$ cat src/rtl/plid_pkg.sv
// ----------------------------------------------------------------------------
// plid_pkg
// Shared types and constants for the positional insert/delete list.
// ----------------------------------------------------------------------------
package plid_pkg;

   localparam int CAPACITY   = 16;
   localparam int DATA_WIDTH = 32;

   // fixed field widths of the transaction payloads
   localparam int OPCODE_W = 3;
   localparam int VALUE_W  = 32;
   localparam int POS_W    = 5;
   localparam int STATUS_W = 2;
   localparam int COUNT_W  = 5;

   // internal widths
   localparam int CNT_W = $clog2(CAPACITY + 1);
   localparam int IDX_W = (CAPACITY > 1) ? $clog2(CAPACITY) : 1;
   localparam int CMP_W = ((CNT_W > POS_W) ? CNT_W : POS_W) + 1;

   typedef logic [DATA_WIDTH-1:0] data_type;
   typedef logic [CNT_W-1:0]      cnt_type;
   typedef logic [IDX_W-1:0]      idx_type;

   typedef enum logic [OPCODE_W-1:0] {
      OP_INS_FRONT = 3'd0,
      OP_INS_BACK  = 3'd1,
      OP_INS_POS   = 3'd2,
      OP_DEL_FRONT = 3'd3,
      OP_DEL_BACK  = 3'd4,
      OP_DEL_POS   = 3'd5
   } opcode_type;

   typedef enum logic [STATUS_W-1:0] {
      ST_OK     = 2'd0,
      ST_BADPOS = 2'd1,
      ST_FULL   = 2'd2,
      ST_EMPTY  = 2'd3
   } status_type;

   // broadcast to every cell; ins/del are already qualified by the handshake
   typedef struct packed {
      logic    ins;
      logic    del;
      idx_type idx;
   } cell_cmd_type;

endpackage

$ cat src/rtl/plid_if.sv
// ----------------------------------------------------------------------------
// plid_req_if / plid_rsp_if
// Valid/ready channels for requests and responses.
// ----------------------------------------------------------------------------
interface plid_req_if
   import plid_pkg::*;
   ();
   logic                valid;
   logic                ready;
   logic [OPCODE_W-1:0] opcode;
   logic signed [VALUE_W-1:0] item_value;
   logic [POS_W-1:0]    position;

   modport source (output valid, opcode, item_value, position, input ready);
   modport sink   (input valid, opcode, item_value, position, output ready);
endinterface

interface plid_rsp_if
   import plid_pkg::*;
   ();
   logic                valid;
   logic                ready;
   logic [STATUS_W-1:0] status;
   logic [COUNT_W-1:0]  entry_count;

   modport source (output valid, status, entry_count, input ready);
   modport sink   (input valid, status, entry_count, output ready);
endinterface

$ cat src/rtl/plid_cell.sv
// ----------------------------------------------------------------------------
// plid_cell
// One list slot; loads new data or takes a neighbor's value on a shift.
// ----------------------------------------------------------------------------
module plid_cell
   import plid_pkg::*;
(
   input  logic         clock,
   input  idx_type      slot_index,
   input  cell_cmd_type cmd,
   input  data_type     new_value,
   input  data_type     prev_value,
   input  data_type     next_value,
   output data_type     value
);

   data_type value_ff;
   data_type value_in;

   always_comb begin
      value_in = value_ff;
      if (cmd.ins) begin
         if (slot_index == cmd.idx) begin
            value_in = new_value;
         end else if (slot_index > cmd.idx) begin
            value_in = prev_value;
         end
      end else if (cmd.del && (slot_index >= cmd.idx)) begin
         value_in = next_value;
      end
   end

   // payload only, no reset
   always_ff @(posedge clock) begin
      value_ff <= value_in;
   end

   assign value = value_ff;

endmodule

$ cat src/rtl/plid_ctrl.sv
// ----------------------------------------------------------------------------
// plid_ctrl
// Request decode, range checks and the entry count.
// ----------------------------------------------------------------------------
module plid_ctrl
   import plid_pkg::*;
(
   input  logic                clock,
   input  logic                reset,
   input  logic                fire,
   input  logic [OPCODE_W-1:0] opcode,
   input  logic [POS_W-1:0]    position,
   output cell_cmd_type        cmd,
   output status_type          status,
   output cnt_type             count_next
);

   cnt_type      count_ff;
   cnt_type      count_in;
   logic         full;
   logic         empty;
   logic [CMP_W-1:0] pos_w;
   logic [CMP_W-1:0] cnt_w;
   logic         do_ins;
   logic         do_del;
   idx_type      idx;

   assign full  = (count_ff == cnt_type'(CAPACITY));
   assign empty = (count_ff == '0);
   assign pos_w = CMP_W'(position);
   assign cnt_w = CMP_W'(count_ff);

   always_comb begin
      status = ST_OK;
      do_ins = 1'b0;
      do_del = 1'b0;
      idx    = '0;
      case (opcode_type'(opcode))
         OP_INS_FRONT: begin
            if (full) status = ST_FULL;
            else      do_ins = 1'b1;
         end
         OP_INS_BACK: begin
            if (full) status = ST_FULL;
            else begin
               do_ins = 1'b1;
               idx    = idx_type'(count_ff);
            end
         end
         OP_INS_POS: begin
            if ((pos_w == '0) || (pos_w > cnt_w + CMP_W'(1))) status = ST_BADPOS;
            else if (full) status = ST_FULL;
            else begin
               do_ins = 1'b1;
               idx    = idx_type'(pos_w - CMP_W'(1));
            end
         end
         OP_DEL_FRONT: begin
            if (empty) status = ST_EMPTY;
            else       do_del = 1'b1;
         end
         OP_DEL_BACK: begin
            if (empty) status = ST_EMPTY;
            else begin
               do_del = 1'b1;
               idx    = idx_type'(count_ff - cnt_type'(1));
            end
         end
         OP_DEL_POS: begin
            if (empty) status = ST_EMPTY;
            else if ((pos_w == '0) || (pos_w > cnt_w)) status = ST_BADPOS;
            else begin
               do_del = 1'b1;
               idx    = idx_type'(pos_w - CMP_W'(1));
            end
         end
         default: status = ST_BADPOS;
      endcase
   end

   always_comb begin
      count_next = count_ff;
      if (do_ins)      count_next = count_ff + cnt_type'(1);
      else if (do_del) count_next = count_ff - cnt_type'(1);
   end

   assign count_in = fire ? count_next : count_ff;

   assign cmd.ins = fire & do_ins;
   assign cmd.del = fire & do_del;
   assign cmd.idx = idx;

   always_ff @(posedge clock) begin
      if (reset) begin
         count_ff <= '0;
      end else begin
         count_ff <= count_in;
      end
   end

endmodule

$ cat src/rtl/positional_list_insert_delete.sv
// ----------------------------------------------------------------------------
// positional_list_insert_delete
// Bounded ordered list of signed values held in a chain of shifting cells.
//
//   channel | dir | payload                          | handshake
//   --------+-----+----------------------------------+-------------
//   req     | in  | opcode, item_value, position     | valid/ready
//   rsp     | out | status, entry_count              | valid/ready
//
// Every cell shifts or loads at the accepting edge and the response is
// registered at that same edge. Sustained rate is one transaction per
// cycle while rsp.ready is high, set by the cell shift and the one-deep
// response register. Synchronous reset empties the list (count 0) and
// drops rsp.valid; cell contents are not cleared and are never visible
// at the ports. A stalled response holds req.ready low until it is
// taken, unless it is taken in the same cycle.
// ----------------------------------------------------------------------------
module positional_list_insert_delete
   import plid_pkg::*;
(
   input  logic       clock,
   input  logic       reset,
   plid_req_if.sink   req,
   plid_rsp_if.source rsp
);

   logic         fire;
   cell_cmd_type cmd;
   status_type   status;
   cnt_type      count_next;
   data_type     new_value;
   data_type     cell_value [CAPACITY];

   // response register
   logic                rsp_valid_ff;
   logic                rsp_valid_in;
   logic [STATUS_W-1:0] rsp_status_ff;
   logic [COUNT_W-1:0]  rsp_count_ff;

   // accept whenever the output slot is free or draining this cycle
   assign req.ready = ~rsp_valid_ff | rsp.ready;
   assign fire      = req.valid & req.ready;

   // value is kept in the low DATA_WIDTH bits, zero-extended if wider
   assign new_value = DATA_WIDTH'($unsigned(req.item_value));

   plid_ctrl u_ctrl (
      .clock      (clock),
      .reset      (reset),
      .fire       (fire),
      .opcode     (req.opcode),
      .position   (req.position),
      .cmd        (cmd),
      .status     (status),
      .count_next (count_next)
   );

   // Chain of cells. Insert: cells after the slot take from the previous
   // neighbor. Delete: cells from the slot on take from the next one.
   // Ends of the chain get dummy neighbors that are never selected usefully.
   for (genvar g = 0; g < CAPACITY; g++) begin : g_cell
      data_type prev_v;
      data_type next_v;

      if (g == 0) begin : g_first
         assign prev_v = new_value;
      end else begin : g_mid_p
         assign prev_v = cell_value[g-1];
      end

      if (g == CAPACITY - 1) begin : g_last
         assign next_v = cell_value[g];
      end else begin : g_mid_n
         assign next_v = cell_value[g+1];
      end

      plid_cell u_cell (
         .clock      (clock),
         .slot_index (idx_type'(g)),
         .cmd        (cmd),
         .new_value  (new_value),
         .prev_value (prev_v),
         .next_value (next_v),
         .value      (cell_value[g])
      );
   end

   always_comb begin
      rsp_valid_in = rsp_valid_ff;
      if (fire)           rsp_valid_in = 1'b1;
      else if (rsp.ready) rsp_valid_in = 1'b0;
   end

   always_ff @(posedge clock) begin
      if (reset) begin
         rsp_valid_ff <= 1'b0;
      end else begin
         rsp_valid_ff <= rsp_valid_in;
      end
   end

   // payload registers, loaded only at acceptance
   always_ff @(posedge clock) begin
      if (fire) begin
         rsp_status_ff <= status;
         rsp_count_ff  <= COUNT_W'(count_next);
      end
   end

   assign rsp.valid       = rsp_valid_ff;
   assign rsp.status      = rsp_status_ff;
   assign rsp.entry_count = rsp_count_ff;

endmodule

$ cat src/flat_wrapper.sv
// flat-port wrapper written by rule: the top's interface ports become plain ports
module positional_list_insert_delete_flat import plid_pkg::*;
  (clock, reset, req_valid, req_opcode, req_item_value, req_position, req_ready, rsp_valid, rsp_status, rsp_entry_count, rsp_ready);
  plid_req_if req_i ();
  plid_rsp_if rsp_i ();
  input  logic clock;
  input  logic reset;
  input wire logic [$bits(req_i.valid)-1:0] req_valid;
  input wire logic [$bits(req_i.opcode)-1:0] req_opcode;
  input wire logic [$bits(req_i.item_value)-1:0] req_item_value;
  input wire logic [$bits(req_i.position)-1:0] req_position;
  output wire logic [$bits(req_i.ready)-1:0] req_ready;
  output wire logic [$bits(rsp_i.valid)-1:0] rsp_valid;
  output wire logic [$bits(rsp_i.status)-1:0] rsp_status;
  output wire logic [$bits(rsp_i.entry_count)-1:0] rsp_entry_count;
  input wire logic [$bits(rsp_i.ready)-1:0] rsp_ready;
  assign req_i.valid = req_valid;
  assign req_i.opcode = req_opcode;
  assign req_i.item_value = req_item_value;
  assign req_i.position = req_position;
  assign req_ready = req_i.ready;
  assign rsp_valid = rsp_i.valid;
  assign rsp_status = rsp_i.status;
  assign rsp_entry_count = rsp_i.entry_count;
  assign rsp_i.ready = rsp_ready;
  positional_list_insert_delete u_core (.clock(clock), .reset(reset), .req(req_i), .rsp(rsp_i));
endmodule
$ cat config.mk
export PLATFORM = sky130hd
export DESIGN_NAME = positional_list_insert_delete_flat
export DESIGN_NICKNAME = d
export VERILOG_FILES = /design/src/rtl/plid_pkg.sv /design/src/rtl/plid_if.sv /design/src/rtl/plid_cell.sv /design/src/rtl/plid_ctrl.sv /design/src/rtl/positional_list_insert_delete.sv /design/src/flat_wrapper.sv
export SDC_FILE = /design/constraint.sdc
export NUM_CORES = 1
export LEC_CHECK = 0
export ABC_AREA = 1
export BUFFER_PORTS_ARGS = -buffer_cell sky130_fd_sc_hd__buf_2
export CORE_MARGIN = 2
export CORE_UTILIZATION = 47
export CTS_BUF_LIST = sky130_fd_sc_hd__clkbuf_16
export DETAILED_ROUTE_END_ITERATION = 12
export PLACE_DENSITY = 0.9
export SLEW_MARGIN = 30
export SYNTH_ARGS = -nofsm -noshare
export SYNTH_HDL_FRONTEND = slang
export SYNTH_SLANG_ARGS = --single-unit
$ cat constraint.sdc
create_clock -name clock -period 2.5 [get_ports clock]
set_input_delay 0.5 -clock clock [delete_from_list [all_inputs] [get_ports clock]]
set_output_delay 0.5 -clock clock [all_outputs]
set_load 0.1 [all_outputs]
Yosys cells after proc, flatten, opt, wreduce, memory -nomap -nowiden
Cells that the tools add are included.
W data, S select, Z words.
- mux-type cells: 17
- equality and inequality tests: 6
- bitwise operators: 3
- reductions and logical operators: 8
- add/subtract/negate cells: 3
- magnitude comparators: 2
- operators with widths (cell ; count):
    $mux W5 ; 2
    $mux W1 ; 8
    $mux W2 ; 4
    $pmux W2 S4 ; 1
    $add A5 B1 Y6 const B ; 1
    $eq A3 B2 Y1 const B ; 2
    $eq A3 B3 Y1 const B ; 2
    $gt A5 B6 Y1 ; 1
    $logic_not A6 Y1 ; 1
    $add A5 B1 Y5 const B ; 1
    $eq A5 B5 Y1 const B ; 1
    $gt A5 B5 Y1 ; 1
    $logic_not A5 Y1 ; 1
    $sub A5 B1 Y5 const B ; 1
    $pmux W1 S2 ; 2
    $reduce_or A2 Y1 ; 2
    $eq A3 B1 Y1 const B ; 1
    $logic_not A3 Y1 ; 1
    $logic_or A1 B1 Y1 ; 2
    $reduce_bool A2 Y1 ; 1
    $and A1 B1 Y1 ; 1
    $not A1 Y1 ; 1
    $or A1 B1 Y1 ; 1
- word-level logic and storage cells: 43
- bits in registers: 13
- bits of input ports: 44

Longest topological paths before layout
- depth in word-level cells: 7
- depth in mapped cells: 19

Cells and area by module
A second synthesis with hierarchy kept.
- cells, all modules: 197
- area total of the unflattened synthesis: 1357.6 µm²
- modules (own cells, without submodules) (module ; seq. area each (µm²) ; cells each ; instances ; area an instance (µm²)):
    plid_ctrl ; 100.1 ; 184 ; 1 ; 1099.8
    positional_list_insert_delete ; 230.2 ; 13 ; 1 ; 257.7

Worst setup path before layout
Ideal clock, no wire load.
- kind: register to register
- from: reg u_core.rsp_valid_ff, in the netlist u_core.rsp.valid
- to: reg u_core.rsp_count_ff[0], in the netlist u_core.rsp.entry_count[0], enable pin
- buffers on the path: 0
- slack: -0.204 ns
- data required time: 2.204 ns
- library setup time: 0.296 ns
- cell stages (with the launch flop): 4
- period minus slack after synthesis: 2.704 ns
- arrival: 2.409 ns
- cells stage by stage: dfxtp_1 > nand2_1 > nand2_1 > inv_1
- cells in the longest elaborated chain, start to end: 3
- ends and longest elaborated chain (element ; line ; RTL):
    start, declared ; positional_list_insert_delete.sv:35 ; logic rsp_valid_ff;
    start signal, assigned ; positional_list_insert_delete.sv:98 ; rsp_valid_ff <= rsp_valid_in;
    $not A1 Y1 ; positional_list_insert_delete.sv:41 ; assign req.ready = ~rsp_valid_ff | rsp.ready;
    $or A1 B1 Y1 ; positional_list_insert_delete.sv:41 ;
    net req_ready ; flat_wrapper.sv:12 ; output wire logic [$bits(req_i.ready)-1:0] req_ready;
    $and A1 B1 Y1 ; positional_list_insert_delete.sv:42 ; assign fire = req.valid & req.ready;
    net u_core.fire ; positional_list_insert_delete.sv:27 ; logic fire;
    end signal, assigned ; positional_list_insert_delete.sv:106 ; rsp_count_ff <= COUNT_W'(count_next);
    end, declared ; positional_list_insert_delete.sv:38 ; logic [COUNT_W-1:0] rsp_count_ff;
The timed path passes the listed nets, and every way through them passes these cells.
A chain may end at the register's enable or synchronous reset.

Worst setup path in the final report
- from: reg u_core.u_ctrl.count_ff[1]
- to: reg u_core.rsp_count_ff[0], in the netlist u_core.rsp.entry_count[0], data pin
- cells in the longest elaborated chain, start to end: 7
- elaborated cells on any way between the ends: 16
- classes of those cells: add/sub: 1; order compare: 2; eq/ne: 1; mux: 9; reduce/logical: 3
- ends and longest elaborated chain (element ; line ; RTL):
    start, declared ; plid_ctrl.sv:18 ; cnt_type count_ff;
    start signal, assigned ; plid_ctrl.sv:97 ; count_ff <= count_in;
    branches (longest 6 deep; another with $add A5 B1 Y6) ; n/a ;
    $mux W5 * ; plid_ctrl.sv:83 ; if (do_ins) count_next = count_ff + cnt_type'(1);
    net u_core.count_next[0] ; positional_list_insert_delete.sv:30 ; cnt_type count_next;
Mark *: on every way through the listed nets, which the timed path passes.

==> run_results.csv <==
group,metric,value,unit
outcome,outcome,"finished, final reports clean",
worst_setup_path,cp_top_family,"simple AND/OR/NAND/NOR gates",
clock_network,cts_hold_buffers,0,
worst_setup_path,worst_ep_arrival_time,2.28,ns
sta,finalSetupViolations,0,
worst_setup_path,cp.depth,16,
cells_and_area,areaGrowthSynthToFinish,19.6,%
placement,placed_area,0.00133,mm2
clock_network,h-tree-depth,1,
route,drcViolationCount,0,
global_route,met2_usage,34.9,%
global_route,grt_overflow,0,
global_route,grt_pass1_vias,1033,
route,drt_iter0_drc,15,
clock_network,numClockSinks,13,
worst_setup_path,crit_chain,"inv_1 -> ha_1 -> inv_1 -> ha_1 -> nand2_1 -> nand2_1 -> nand2_1 -> nand2_1 -> nand2_1 -> nand2_1 -> nand2_1 -> nand3_2 -> nand2_4 -> nand2_4 -> nand2_1 -> nand2_1",
clock_network,cts.reportedPaths.clkPinSlew,0.04,ns
logic_synthesis,synth_seq_cells,13,
cells_and_area,final_cells,219,
route,ant_nets,0,
logic_synthesis,synth.avg_cell_area,7.24,um2
global_route,gr-usage-met3,5.74,%
global_route,busiest_layer,"met2",
placement,hpwl,1.92,mm
sta,drv_slew,0,
worst_setup_path,critPathLaunchType,"register",
power_and_ir_drop,sw_frac_of_total,40.6,%
logic_synthesis,yosysUniqueCellTypes,23,
worst_setup_path,reg2reg_depth,16,
power_and_ir_drop,powerDensity,685,mW/mm2
power_and_ir_drop,p_int,0.578,mW
power_and_ir_drop,p_switching,0.395,mW
clock_network,cts_buffer_depth,2,
global_route,grt_max_degree,13,
clock_network,cts_made_buffers,3,
sta,skew,0.00152,ns
route,drtPass1Iterations,4,
clock_network,clock_latency,0.24,ns
power_and_ir_drop,p_comb_share,41.3,%
power_and_ir_drop,power.share.clock,30.5,%
power_and_ir_drop,pwr-share-seq,28.2,%
die,placeableCoreArea,0.00243,mm2
worst_setup_path,slowest_delay,0.37,ns
placement,place_inst,215,
cells_and_area,nets,246,
worst_setup_path,reg2reg_to,"u_core.rsp.entry_count[0]$_DFFE_PP_",
route,vias_per_cell,5.02,
die,initial_core_util,48.8,%
die,dieArea,0.00294,mm2
worst_hold_path,min_to,"u_core.rsp.valid$_SDFFE_PP0P_",
sta,min_period_over_period,91.2,%
global_route,grt_usage,19.5,%
power_and_ir_drop,ir_drop,0.648,mV
global_route,use_met1,22.2,%
die,dieHeight,54.3,um
sta,finalHoldViolations,0,
global_route,grt_pass1_wl,4.11,mm
sta,max_freq,438,MHz
route,wl_per_cell,11.2,um
logic_synthesis,netlist_area,0.00119,mm2
clock_network,cts_setup_buffers,0,
worst_setup_path,crit_slowest_cell,"dfxtp_2",
worst_setup_path,cp_num_buf_inv,2,
route,finalWirelength,2.45,mm
placement,io_buffer_count,20,
worst_setup_path,required,2.50,ns
clock_network,tritoncts,"built",
placement,gp_congestion,0.951,
sta,rsz0062_at_grt,"false",
worst_hold_path,worstHoldStart,"u_core.rsp.valid$_SDFFE_PP0P_",
global_route,antenna_found_initial,0,
worst_setup_path,r2r-start,"u_core.u_ctrl.count_ff[1]$_SDFFE_PP0P_",
sta,slew_headroom,67.9,%
worst_hold_path,hold_path.class,"reg2reg",
cells_and_area,drive_gt1_share,24.9,%
worst_setup_path,critPathMaxFanout,7,
cells_and_area,fin_area,0.00142,mm2
logic_synthesis,ys_warn_count,0,
logic_synthesis,syn_inst,164,
sta,layout_min_cycle_time,2.28,ns
worst_setup_path,path_common_cell,"nand2_1",
logic_synthesis,ys_seq_area_share,27.8,%
power_and_ir_drop,leakagePower,0.771,nW
route,num_vias,1099,
worst_setup_path,crit_start,"u_core.u_ctrl.count_ff[1]$_SDFFE_PP0P_",
sta,setup-tns-final,0,ns
sta,worst_pin_slew,0.485,ns
cells_and_area,antenna_cells,0,
clock_network,ctsResizeCount,0,
die,num_rows,18,
worst_setup_path,criticalPathCategory,"reg2reg",
die,ioPinCount,53,
worst_hold_path,whs_path_depth,2,
job,max_cap_viol_count,0,
die,die_x,54.3,um
logic_synthesis,syn-num-nets,220,
worst_setup_path,reg2reg_slack,0.22,ns
worst_setup_path,endpoint_kind,"register",
clock_network,clock-root-buffer,"clkbuf_16",
==> tightest hold or removal path, delay by kind of cell, from the launching register on <==
family	cells	cell delay, ns
simple gates	1	0.08
compound gates	1	0.06
flops	1	0.31
==> sequential cells by signal, indices dropped and copies added, names as in the netlist <==
register                cells
u_core.rsp.status           2
u_core.rsp.entry_count      5
u_core.rsp.valid            1
u_core.u_ctrl.count_ff      5
==> layout by cell type (no fill, tap or decap), drive strengths merged, types with 2 or more instances in the layout <==
cell type  instances
nor2               7
o21ai              2
edfxtp             7
nor3               2
buf               22
inv               29
ha                12
a21oi              9
dfxtp              6
nand3             24
nand2             58
xor2               5
clkbuf             3
==> how the worst max path moves through the flow <==
stage / to / slack (ns)
floorplan: u_core.rsp.entry_count[0]$_DFFE_PP_ / 0.16
CTS: u_core.rsp.entry_count[0]$_DFFE_PP_ / 0.11
global placement: u_core.rsp.entry_count[4]$_DFFE_PP_ / 0.17
detailed placement: u_core.rsp.entry_count[0]$_DFFE_PP_ / 0.12
global route: u_core.u_ctrl.count_ff[1]$_SDFFE_PP0P_ / 0.01
finish: u_core.rsp.entry_count[0]$_DFFE_PP_ / 0.22
==> synthesized netlist by cell type <==
library cell	number	area [um2]
a21bo_2	1	10.0
a21oi_1	9	45.0
a22oi_1	1	7.51
buf_6	1	11.3
dfxtp_1	6	120
edfxtp_1	7	210
ha_1	12	150
inv_1	25	93.8
inv_2	2	7.51
inv_4	1	6.26
nand2_1	50	188
nand2_2	2	12.5
nand2_4	6	67.6
nand3_1	21	105
nand3_2	2	20.0
nand3_4	1	17.5
nor2_1	6	22.5
nor2_4	1	11.3
nor3_1	1	5.00
nor3_2	1	10.0
nor3b_2	1	12.5
o21ai_0	2	10.0
xor2_1	5	43.8
==> cell families (layout without fill, tap and decap cells) <==
group / Yosys count / in the layout / synth area share, %
AND/OR/NAND/NOR: 92 / 92 / 39.7
buffers and inverters: 29 / 54 / 10.0
AO/OA/AOI/OAI: 13 / 13 / 6.11
flip-flops: 13 / 13 / 27.8
adder cells (fa/ha/maj): 12 / 12 / 12.6
XOR/XNOR: 5 / 5 / 3.69
==> final cells by class <==
class,instances,area (um2)
fill,254,1010
multi-input combinational,122,748
sequential,13,333
timing repair buffer,22,115
inverter,28,108
clock buffer,3,75.1
tap,30,37.5
clock inverter,1,3.75
==> power by group through the flow <==
stage | sequential (mW) | clock (mW) | combinational (mW)
finish | 0.275 | 0.296 | 0.402
CTS | 0.274 | 0.300 | 0.401
floorplan | 0.391 | 0 | 0.213
detailed placement | 0.277 | 0 | 0.398
global route | 0.278 | 0.311 | 0.446
global placement | 0.277 | 0 | 0.390
==> per-stage QoR <==
stage	total power, mW	hold slack (ns)	setup WS (ns)	util, %
after floorplan	0.604	0.569	0.158	-
after global placement	0.667	0.476	0.167	54.7
after detailed placement	0.675	0.493	0.125	54.7
after CTS	0.975	0.500	0.111	58.0
after global routing	1.03	0.546	0.0125	58.4
final	0.973	0.494	0.219	58.4
==> routing by layer <==
metal / routed length [um] / vias up
li1: - / 579
met1: 1100 / 490
met2: 1200 / 26
met3: 125 / 4
met4: 27 / 0
met5: 0 / -
Power figures use the tool's default switching activity.
